<file path="src/ppbd_pkg.sv">
`timescale 1ns / 1ps
// ----------------------------------------------------------------------------
// ppbd_pkg
// Shared types and codes for the pending packet buffer.
// ----------------------------------------------------------------------------
package ppbd_pkg;

    typedef enum logic [2:0] {
        OP_ADD   = 3'd0,
        OP_SEND  = 3'd1,
        OP_DROP  = 3'd2,
        OP_GET   = 3'd3,
        OP_FLUSH = 3'd4
    } op_t;

    localparam logic [2:0] RS_ADDED     = 3'd0;
    localparam logic [2:0] RS_FULL      = 3'd1;
    localparam logic [2:0] RS_SENT      = 3'd2;
    localparam logic [2:0] RS_FLUSHED   = 3'd3;
    localparam logic [2:0] RS_FOUND     = 3'd4;
    localparam logic [2:0] RS_NOT_FOUND = 3'd5;
    localparam logic [2:0] RS_REMOVED   = 3'd6;

    // command queue between front and back
    localparam int Q_DEPTH = 2;

    typedef struct packed {
        logic [15:0] handle;
        logic [31:0] dest;
    } entry_t;

    typedef struct packed {
        op_t         op;
        logic [15:0] handle;
        logic [31:0] dest;
    } cmd_t;

    typedef enum logic [2:0] {
        BS_IDLE,
        BS_COUNT,
        BS_EMIT,
        BS_DROP,
        BS_GET,
        BS_FLUSH
    } back_state_t;

endpackage

</file>
<file path="src/ppbd_front.sv">
`timescale 1ns / 1ps
// ----------------------------------------------------------------------------
// ppbd_front
// Accepts commands, discards unknown codes and queues the rest.
// ----------------------------------------------------------------------------
module ppbd_front
    import ppbd_pkg::*;
(
    input  logic        clk,
    input  logic        rst_n,
    input  logic        start,
    input  logic [2:0]  func,
    input  logic [15:0] packet_handle,
    input  logic [31:0] dest_addr,
    output logic        busy,
    output logic        q_valid,
    output cmd_t        q_cmd,
    input  logic        q_pop
);

    cmd_t       q_reg [Q_DEPTH];
    logic       wp_reg;
    logic       rp_reg;
    logic [1:0] cnt_reg;
    logic       known;
    op_t        op;
    logic       push;

    always_comb
    begin
        known = 1'b1;
        op    = OP_ADD;
        case (func)
            OP_ADD:   op = OP_ADD;
            OP_SEND:  op = OP_SEND;
            OP_DROP:  op = OP_DROP;
            OP_GET:   op = OP_GET;
            OP_FLUSH: op = OP_FLUSH;
            default:  known = 1'b0;
        endcase
    end

    assign busy    = (cnt_reg == 2'(Q_DEPTH));
    assign q_valid = (cnt_reg != 2'd0);
    assign q_cmd   = q_reg[rp_reg];
    assign push    = start && !busy && known;

    always_ff @(posedge clk)
    begin
        if (push)
        begin
            q_reg[wp_reg] <= '{op: op, handle: packet_handle, dest: dest_addr};
        end
    end

    always_ff @(posedge clk or negedge rst_n)
    begin
        if (!rst_n)
        begin
            wp_reg  <= 1'b0;
            rp_reg  <= 1'b0;
            cnt_reg <= 2'd0;
        end
        else
        begin
            if (push)
            begin
                wp_reg <= ~wp_reg;
            end
            if (q_pop)
            begin
                rp_reg <= ~rp_reg;
            end
            cnt_reg <= cnt_reg + 2'(push) - 2'(q_pop);
        end
    end

endmodule

</file>
<file path="src/ppbd_back.sv">
`timescale 1ns / 1ps
// ----------------------------------------------------------------------------
// ppbd_back
// Executes queued commands against the slot memory; scans one slot a cycle.
// ----------------------------------------------------------------------------
module ppbd_back
    import ppbd_pkg::*;
#(
    parameter int DEPTH = 16
)
(
    input  logic        clk,
    input  logic        rst_n,
    input  logic        q_valid,
    input  cmd_t        q_cmd,
    output logic        q_pop,
    output logic        done,
    output logic [2:0]  status,
    output logic [15:0] out_handle,
    output logic [31:0] out_dest,
    output logic [4:0]  removed_count,
    output logic [4:0]  occupancy,
    output logic        last_result
);

    localparam int AW = $clog2(DEPTH);
    localparam int CW = $clog2(DEPTH + 1);

    entry_t mem [DEPTH];
    entry_t rd_data_reg;

    back_state_t   state_reg, state_next;
    cmd_t          cmd_reg, cmd_next;
    logic [CW-1:0] count_reg, count_next;
    logic [CW-1:0] rd_idx_reg, rd_idx_next;
    logic [CW-1:0] wr_idx_reg, wr_idx_next;
    logic [CW-1:0] hits_reg, hits_next;
    logic [CW-1:0] k_reg, k_next;
    logic          pend_reg, pend_next;

    logic          done_reg, done_next;
    logic [2:0]    status_reg, status_next;
    logic [15:0]   handle_reg, handle_next;
    logic [31:0]   dest_reg, dest_next;
    logic [CW-1:0] rem_reg, rem_next;
    logic [CW-1:0] occ_reg, occ_next;
    logic          last_reg, last_next;

    logic          rd_en;
    logic          we;
    logic [AW-1:0] wa;
    entry_t        wd;
    logic          match;
    logic          scan_more;
    logic          scan_end;
    logic          fin;

    assign match     = pend_reg && (rd_data_reg.dest == cmd_reg.dest);
    assign scan_more = (rd_idx_reg < count_reg);
    assign scan_end  = !scan_more && !pend_reg;

    always_ff @(posedge clk)
    begin
        if (we)
        begin
            mem[wa] <= wd;
        end
        if (rd_en)
        begin
            rd_data_reg <= mem[rd_idx_reg[AW-1:0]];
        end
    end

    always_comb
    begin
        state_next  = state_reg;
        cmd_next    = cmd_reg;
        count_next  = count_reg;
        rd_idx_next = rd_idx_reg;
        wr_idx_next = wr_idx_reg;
        hits_next   = hits_reg;
        k_next      = k_reg;
        pend_next   = 1'b0;
        q_pop       = 1'b0;
        rd_en       = 1'b0;
        we          = 1'b0;
        wa          = wr_idx_reg[AW-1:0];
        wd          = rd_data_reg;
        done_next   = 1'b0;
        status_next = RS_REMOVED;
        handle_next = '0;
        dest_next   = '0;
        rem_next    = '0;
        occ_next    = count_reg;
        last_next   = 1'b1;
        fin         = 1'b0;

        // every scan state walks the live slots through the read port
        if (state_reg != BS_IDLE && scan_more)
        begin
            rd_en       = 1'b1;
            rd_idx_next = rd_idx_reg + CW'(1);
            pend_next   = 1'b1;
        end

        case (state_reg)
            BS_IDLE:
            begin
                if (q_valid)
                begin
                    q_pop       = 1'b1;
                    cmd_next    = q_cmd;
                    rd_idx_next = '0;
                    wr_idx_next = '0;
                    hits_next   = '0;
                    k_next      = '0;
                    case (q_cmd.op)
                        OP_ADD:
                        begin
                            done_next = 1'b1;
                            if (count_reg == CW'(DEPTH))
                            begin
                                status_next = RS_FULL;
                            end
                            else
                            begin
                                we          = 1'b1;
                                wa          = count_reg[AW-1:0];
                                wd          = '{handle: q_cmd.handle, dest: q_cmd.dest};
                                count_next  = count_reg + CW'(1);
                                status_next = RS_ADDED;
                                occ_next    = count_reg + CW'(1);
                            end
                        end
                        OP_SEND:  state_next = BS_COUNT;
                        OP_DROP:  state_next = BS_DROP;
                        OP_GET:   state_next = BS_GET;
                        OP_FLUSH:
                        begin
                            if (count_reg == '0)
                            begin
                                done_next = 1'b1;
                            end
                            else
                            begin
                                state_next = BS_FLUSH;
                            end
                        end
                        default: ;
                    endcase
                end
            end
            BS_COUNT:
            begin
                if (match)
                begin
                    hits_next = hits_reg + CW'(1);
                end
                if (scan_end)
                begin
                    if (hits_reg == '0)
                    begin
                        done_next  = 1'b1;
                        state_next = BS_IDLE;
                    end
                    else
                    begin
                        // second pass: emit matches, compact the rest in place
                        state_next  = BS_EMIT;
                        rd_idx_next = '0;
                        pend_next   = 1'b0;
                        rd_en       = 1'b0;
                    end
                end
            end
            BS_EMIT:
            begin
                if (match)
                begin
                    done_next   = 1'b1;
                    status_next = RS_SENT;
                    handle_next = rd_data_reg.handle;
                    dest_next   = rd_data_reg.dest;
                    occ_next    = count_reg - k_reg - CW'(1);
                    last_next   = (k_reg + CW'(1) == hits_reg);
                    rem_next    = last_next ? hits_reg : '0;
                    k_next      = k_reg + CW'(1);
                end
                else if (pend_reg)
                begin
                    we          = 1'b1;
                    wr_idx_next = wr_idx_reg + CW'(1);
                end
                if (scan_end)
                begin
                    count_next = wr_idx_reg;
                    state_next = BS_IDLE;
                end
            end
            BS_DROP:
            begin
                if (pend_reg && !match)
                begin
                    we          = 1'b1;
                    wr_idx_next = wr_idx_reg + CW'(1);
                end
                if (scan_end)
                begin
                    done_next  = 1'b1;
                    rem_next   = count_reg - wr_idx_reg;
                    occ_next   = wr_idx_reg;
                    count_next = wr_idx_reg;
                    state_next = BS_IDLE;
                end
            end
            BS_GET:
            begin
                if (match)
                begin
                    fin         = 1'b1;
                    status_next = RS_FOUND;
                    handle_next = rd_data_reg.handle;
                    dest_next   = rd_data_reg.dest;
                end
                else if (scan_end)
                begin
                    fin         = 1'b1;
                    status_next = RS_NOT_FOUND;
                end
                if (fin)
                begin
                    done_next  = 1'b1;
                    pend_next  = 1'b0;
                    state_next = BS_IDLE;
                end
            end
            BS_FLUSH:
            begin
                if (pend_reg)
                begin
                    done_next   = 1'b1;
                    status_next = RS_FLUSHED;
                    handle_next = rd_data_reg.handle;
                    dest_next   = rd_data_reg.dest;
                    occ_next    = count_reg - k_reg - CW'(1);
                    last_next   = (k_reg + CW'(1) == count_reg);
                    rem_next    = last_next ? count_reg : '0;
                    k_next      = k_reg + CW'(1);
                end
                if (scan_end)
                begin
                    count_next = '0;
                    state_next = BS_IDLE;
                end
            end
            default: state_next = BS_IDLE;
        endcase
    end

    always_ff @(posedge clk or negedge rst_n)
    begin
        if (!rst_n)
        begin
            state_reg <= BS_IDLE;
            count_reg <= '0;
            pend_reg  <= 1'b0;
            done_reg  <= 1'b0;
        end
        else
        begin
            state_reg <= state_next;
            count_reg <= count_next;
            pend_reg  <= pend_next;
            done_reg  <= done_next;
        end
    end

    always_ff @(posedge clk)
    begin
        cmd_reg    <= cmd_next;
        rd_idx_reg <= rd_idx_next;
        wr_idx_reg <= wr_idx_next;
        hits_reg   <= hits_next;
        k_reg      <= k_next;
        status_reg <= status_next;
        handle_reg <= handle_next;
        dest_reg   <= dest_next;
        rem_reg    <= rem_next;
        occ_reg    <= occ_next;
        last_reg   <= last_next;
    end

    assign done          = done_reg;
    assign status        = status_reg;
    assign out_handle    = handle_reg;
    assign out_dest      = dest_reg;
    assign removed_count = 5'(rem_reg);
    assign occupancy     = 5'(occ_reg);
    assign last_result   = last_reg;

`ifndef ASSERT_OFF
    a_count_bound: assert property (@(posedge clk) disable iff (!rst_n)
        count_reg <= CW'(DEPTH))
        else $error("entry count above depth");

    a_pend_src: assert property (@(posedge clk) disable iff (!rst_n)
        pend_reg |-> $past(rd_en))
        else $error("read data marked valid without a read");

    a_compact_behind: assert property (@(posedge clk) disable iff (!rst_n)
        (we && state_reg != BS_IDLE) |-> (wr_idx_reg < rd_idx_reg))
        else $error("compaction write overtakes the read pointer");

    a_emit_bound: assert property (@(posedge clk) disable iff (!rst_n)
        (state_reg == BS_EMIT) |-> (k_reg <= hits_reg))
        else $error("more sends than counted matches");
`endif

endmodule

</file>
<file path="src/pending_packet_buffer_by_destination.sv">
`timescale 1ns / 1ps
// ----------------------------------------------------------------------------
// pending_packet_buffer_by_destination
// Insertion-ordered buffer of packets waiting for a route, keyed by dest.
// ----------------------------------------------------------------------------
// channel   direction  handshake           payload
// command   in         start && !busy      func, packet_handle, dest_addr
// result    out        done (one cycle)    status, out_handle, out_dest,
//                                          removed_count, occupancy, last_result
//
// Commands pass a two-entry queue, then execute one at a time.
// Add and a flush of an empty buffer finish in the idle state; get (which stops at
// the first match), drop and flush scan the slots; send scans twice (count pass, then
// emit and compact pass), once when nothing matches. On an empty buffer get, drop and
// send still pass through their scan state. The slot memory has a single read port.
// Reset empties the buffer at once; slot contents are not cleared.
// busy rises only when the queue is full; results cannot be stalled.
// ----------------------------------------------------------------------------
module pending_packet_buffer_by_destination
    import ppbd_pkg::*;
#(
    parameter int DEPTH = 16
)
(
    input  logic        clk,
    input  logic        rst_n,
    input  logic        start,
    output logic        busy,
    input  logic [2:0]  func,
    input  logic [15:0] packet_handle,
    input  logic [31:0] dest_addr,
    output logic        done,
    output logic [2:0]  status,
    output logic [15:0] out_handle,
    output logic [31:0] out_dest,
    output logic [4:0]  removed_count,
    output logic [4:0]  occupancy,
    output logic        last_result
);

    logic q_valid;
    cmd_t q_cmd;
    logic q_pop;

    ppbd_front u_front (
        .clk           (clk),
        .rst_n         (rst_n),
        .start         (start),
        .func          (func),
        .packet_handle (packet_handle),
        .dest_addr     (dest_addr),
        .busy          (busy),
        .q_valid       (q_valid),
        .q_cmd         (q_cmd),
        .q_pop         (q_pop)
    );

    ppbd_back #(
        .DEPTH (DEPTH)
    ) u_back (
        .clk           (clk),
        .rst_n         (rst_n),
        .q_valid       (q_valid),
        .q_cmd         (q_cmd),
        .q_pop         (q_pop),
        .done          (done),
        .status        (status),
        .out_handle    (out_handle),
        .out_dest      (out_dest),
        .removed_count (removed_count),
        .occupancy     (occupancy),
        .last_result   (last_result)
    );

endmodule
</file>
<file path="config.mk">
export PLATFORM = sky130hd
export DESIGN_NAME = pending_packet_buffer_by_destination
export DESIGN_NICKNAME = d
export VERILOG_FILES = /design/src/ppbd_pkg.sv /design/src/ppbd_front.sv /design/src/ppbd_back.sv /design/src/pending_packet_buffer_by_destination.sv
export SDC_FILE = /design/constraint.sdc
export NUM_CORES = 1
export LEC_CHECK = 0
export BUFFER_PORTS_ARGS = -buffer_cell sky130_fd_sc_hd__buf_2
export CAP_MARGIN = 20
export CORE_MARGIN = 3
export CORE_UTILIZATION = 50
export DETAILED_ROUTE_END_ITERATION = 8
export PLACE_DENSITY = 0.76
export RECOVER_POWER = 50
export SLEW_MARGIN = 10
export SYNTH_ARGS = -nofsm -noshare
export SYNTH_HDL_FRONTEND = slang
export SYNTH_HIERARCHICAL = 1
export SYNTH_SLANG_ARGS = --single-unit
</file>
<file path="constraint.sdc">
create_clock -name clk -period 15.05 [get_ports clk]
set_input_delay 0.7525 -clock clk [delete_from_list [all_inputs] [get_ports clk]]
set_output_delay 0.7525 -clock clk [all_outputs]
set_load 0.05 [all_outputs]
</file>
; ---- Yosys cells after proc, flatten, opt, wreduce, memory -nomap -nowiden
; Memories as Yosys holds them, arrays and structs flattened. A register that Yosys moved wholly into a read port is not among the register bits.
; Index checks and enable logic that the tools add are counted.
[totals]
reg_bits = 128
mem_bits_rw = 870
inputBits = 54
output_inout_bits = 64
elab_cells = 190
mem_count = 2
[classes]
addsub = 10
order_cmp = 1
n_eq_ne = 31
muxes = 95
bitwise_logic = 2
n_reduce_logical = 31
[mem_list]
columns = name, words, word_bits, rd, rd_ports_with_merged_regs, wr, line
row1 = u_back.mem, 16, 48, 1, 1, 1, ppbd_back.sv:29  ; entry_t mem [DEPTH];
row2 = u_front.q_reg, 2, 51, 1, 0, 1, ppbd_front.sv:21  ; cmd_t q_reg [Q_DEPTH];
[op_table]
columns = operator, count
row1 = 2-to-1 mux 48 bit, 4
row2 = 2-to-1 mux 5 bit, 23
row3 = 2-to-1 mux 32 bit, 2
row4 = case mux 32 bit (2 select lines), 1
row5 = case mux 5 bit (3 select lines), 4
row6 = case mux 3 bit (4 select lines), 4
row7 = == test 32 bit, 1
row8 = 2-to-1 mux 16 bit, 2
row9 = case mux 16 bit (2 select lines), 1
row10 = 2-to-1 mux 1 bit, 30
row11 = 2-to-1 mux 3 bit, 10
row12 = adder 5 x 1 -> 5 bit (second input constant), 5
row13 = case mux 5 bit (2 select lines), 2
row14 = case mux 5 bit (4 select lines), 1
row15 = == test 3 x 2 -> 1 bit (second input constant), 6
row16 = != test 2 x 1 -> 1 bit (second input constant), 9
row17 = 2-to-1 mux 4 bit, 4
row18 = == test 3 bit (second input constant), 4
row19 = nonzero test 3 bit, 4
row20 = == test 5 bit, 2
row21 = zero test 5 bit, 2
row22 = subtractor 5 bit, 2
row23 = == test 3 x 1 -> 1 bit (second input constant), 3
row24 = zero test 3 bit, 3
row25 = 25 further kinds, 41

; ---- Longest topological paths before layout
[logic_depth]
ltp_word = 8
mapped_depth = 10
mapped_depth_nobuf = 10

; ---- By module
; The synthesis kept the hierarchy.
[modules_own_cells]
columns = mod, instances, cells_each, area_each_um2, seq_area_each_um2
row1 = ppbd_back, 1, 1749, 36735.2, 27506.4
row2 = ppbd_front, 1, 180, 4166.5, 3163.0

; ---- Least setup slack after synthesis
; Ideal clock, no wire load.
[synth_path]
path_kind = register to register
from = register u_front.rp_reg
to = memory u_back/mem[6][0] (netlist name), enable pin
setup_ns = 0.454
arrival_time_ns = 4.309
required_time_ns = 14.596
slack_ns = 10.287
stages_incl_launch_ff = 9
path_buffers = 3
synth_period_minus_slack_ns = 4.763
path_cell_list = dfrtp_1 -> buf_6 -> buf_12 -> mux2_4 -> or4b_4 -> nor3_4 -> buf_4 -> a31oi_1 -> nor2_1
[synth_rtl]
columns = item, line
row1 = "start, declared", ppbd_front.sv:23  ; logic rp_reg;
row2 = "start signal, assigned", ppbd_front.sv:72  ; rp_reg <= ~rp_reg;
row3 = "end, declared", ppbd_back.sv:29

==> metrics.cfg <==
[clocking]
clk_pin_slew_ns=0.06
clock_latency_ns=0.68
cts.path.max_buffers=3
numCtsBuffers=103
holdBufCountCts=1
htreeDepth=3
cts_tree=built
cts_resized=0
cts_root_buf=clkbuf_16
postCtsSetupRepairBufs=0
numClockSinks=1046

[placement]
gp_congestion=0.886
port_buffers=117
hpwl_mm=46.8

[synth]
ys_ff_latch=1046
netlist_area_um2=40900
synth_cell_types=82
seq_area_frac_synth_pct=75.0
syn_inst=1929
synthTopCellsByArea=edfxtp_1 (71%), mux4_2 (13%), dfxtp_1 (3.3%), mux2_4 (1.8%), mux2_2 (1.4%)
yosysTopAreaCell=edfxtp_1
ys.flop_type=edfxtp_1
synth_edf_count=965
syn_avg_cell_area_um2=21.2
yosysWarnings=6
syn-num-nets=2006
synth_top_area_share_pct=70.8
async_flop_share_pct=1.34

[cells_and_area]
nNetsFinal=2169
largest_reg_flops=768
final_common_cell=edfxtp_1
area_growth_pct=11.8
most-common-layout-cells=edfxtp_1 (965), mux4_2 (240), clkbuf_1 (126)
fillCellCount=5727
drive_gt1_share_pct=22.9

[routing]
viasPerCell=6.13
drc_errors=0
ant_nets=0
drt-wirelength-per-cell_um=28.5
drt-total-wl_mm=92.4
first_iter_violations=2399
drt_pass1_iterations=6
vias=19900

[die]
die_y_um=292
initial_core_util_pct=50.6
ios=118
std_cell_rows=104
die_area_um2=85300
core-area_um2=80800
die_w_um=292

[job]
max_cap_viol_count=10

[grt]
overflow=0
grt_max_degree=128
antenna_found_initial=0
first_global_vias=20600
grt_usage_pct=22.0
grt_pass1_wl_mm=138

[worst_hold_path]
hp-class=in2reg

[critical_path]
arrival_ns=9.49
critPathKind=reg2reg
endpoint_kind=register
start_kind=register
critPathMaxFanout=55
cp.required_ns=15.33

[sta]
hold_viol_final=0
slew_violations=452
period_needed_ns=9.21
rsz0062_at_grt=false
slew_headroom_pct=-223
timing.hold.ws_ns=0.268
fmax_ghz=0.109
setup_tns_ns=0
setup_viol=0
skew_ns=0.0406
worst_pin_slew_ns=4.84
post-route-period-util_pct=61.2

[power_and_ir_drop]
leakage_uw=0.0145
power_density_nw_per_um2=206
vdd_drop_max_mv=0.137

[outcome]
status=complete, but fails checks
failed_checks=capacitance limit, slew limit

-- worst max-delay path, stage by stage, from the launching register on --
cell,delay [ns]
dfrtp_1,1.18
mux2_1,0.49
or4b_1,0.64
nor3_4,0.18
clkbuf_1,3.40
a31oi_1,1.24
nor2_4,1.07
buf_4,0.59
-- power breakdown --
part           leakage, uW  switching [uW]  total [uW]  internal, uW
registers          0.00948             288        4340          4050
clock network      0.00161            1060        2480          1410
logic              0.00342            1590        2590          1000
total               0.0145            2940        9400          6460
-- synth_stat cells (15+ instances only) --
master,count
a21oi_1,27
and2_1,55
buf_2,22
clkbuf_1,46
dfxtp_1,67
edfxtp_1,965
ha_1,21
inv_1,23
mux2_2,50
mux2_4,49
mux4_2,240
nand2_1,27
nand3_1,15
nor2_1,56
nor3_1,19
o21ai_0,16
xnor2_1,21
xor2_1,41
-- area by class of cell --
cell class,count,area [um^2],share of cell area [%]
diodes,3,7.51,0.0164
repair buffers,147,689,1.51
clock inverters,58,497,1.09
multi-input cells,769,9650,21.1
clock buffers,135,2790,6.10
flip-flops and latches,1046,30700,67.1
well taps,1060,1330,2.90
inverters,25,95.1,0.208
-- path summary, 6_finish.rpt --
check,start,cells after the start,endpoint,slack (ns)
hold / removal,packet_handle[0],1,u_front/q_reg[1][32],0.27
hold reg to reg,u_back/rd_data_reg[36],1,u_back/out_handle[4],0.48
setup reg to reg,u_front/rp_reg,7,u_back/mem[0][7],5.84
min in group asynchronous,rst_n,2,u_back/count_reg[0],0.75
setup / recovery,u_front/rp_reg,7,u_back/mem[0][7],5.84
max in group asynchronous,rst_n,2,u_back/done,13.73
-- logic make-up (layout without fill, tap and decap cells) --
family                   count (synthesis)  count (layout)  synth area share, %
flip-flops                            1046            1046                 75.0
multiplexers                           341             341                 16.4
AND/OR/NAND/NOR                        231             231                 3.17
buffers and inverters                  114             365                 1.44
AO/OA/AOI/OAI                          112             112                 1.90
XOR/XNOR                                62              62                 1.33
adder cells (fa/ha/maj)                 23              23                0.740
other                                    0               3                    0
-- layer usage --
metal  GRT usage [%]  share of wire [%]  up-vias
met3            4.25                8.6      196
met5               0                  0        -
met1            30.8                 39    10400
met2            35.3                 49     1016
li1                -                  -     8248
met4            7.07                2.9        0
-- metrics by stage --
step | setup WS (ns) | utilization, % | cell area [um^2] | std cells | total power, uW
2_1_floorplan | 10.29 | - | 40900 | 1929 | 6170
3_3_place_gp | 9.98 | 52.9 | 42700 | 3046 | 6880
3_5_place_dp | 9.91 | 52.9 | 42700 | 3046 | 6980
4_1_cts | 9.87 | 56.9 | 46000 | 3240 | 9480
5_1_grt | 5.57 | 56.6 | 45700 | 3240 | 9800
6_report | 5.84 | 56.6 | 45700 | 3243 | 9400
(Power assumes the default switching activity.)
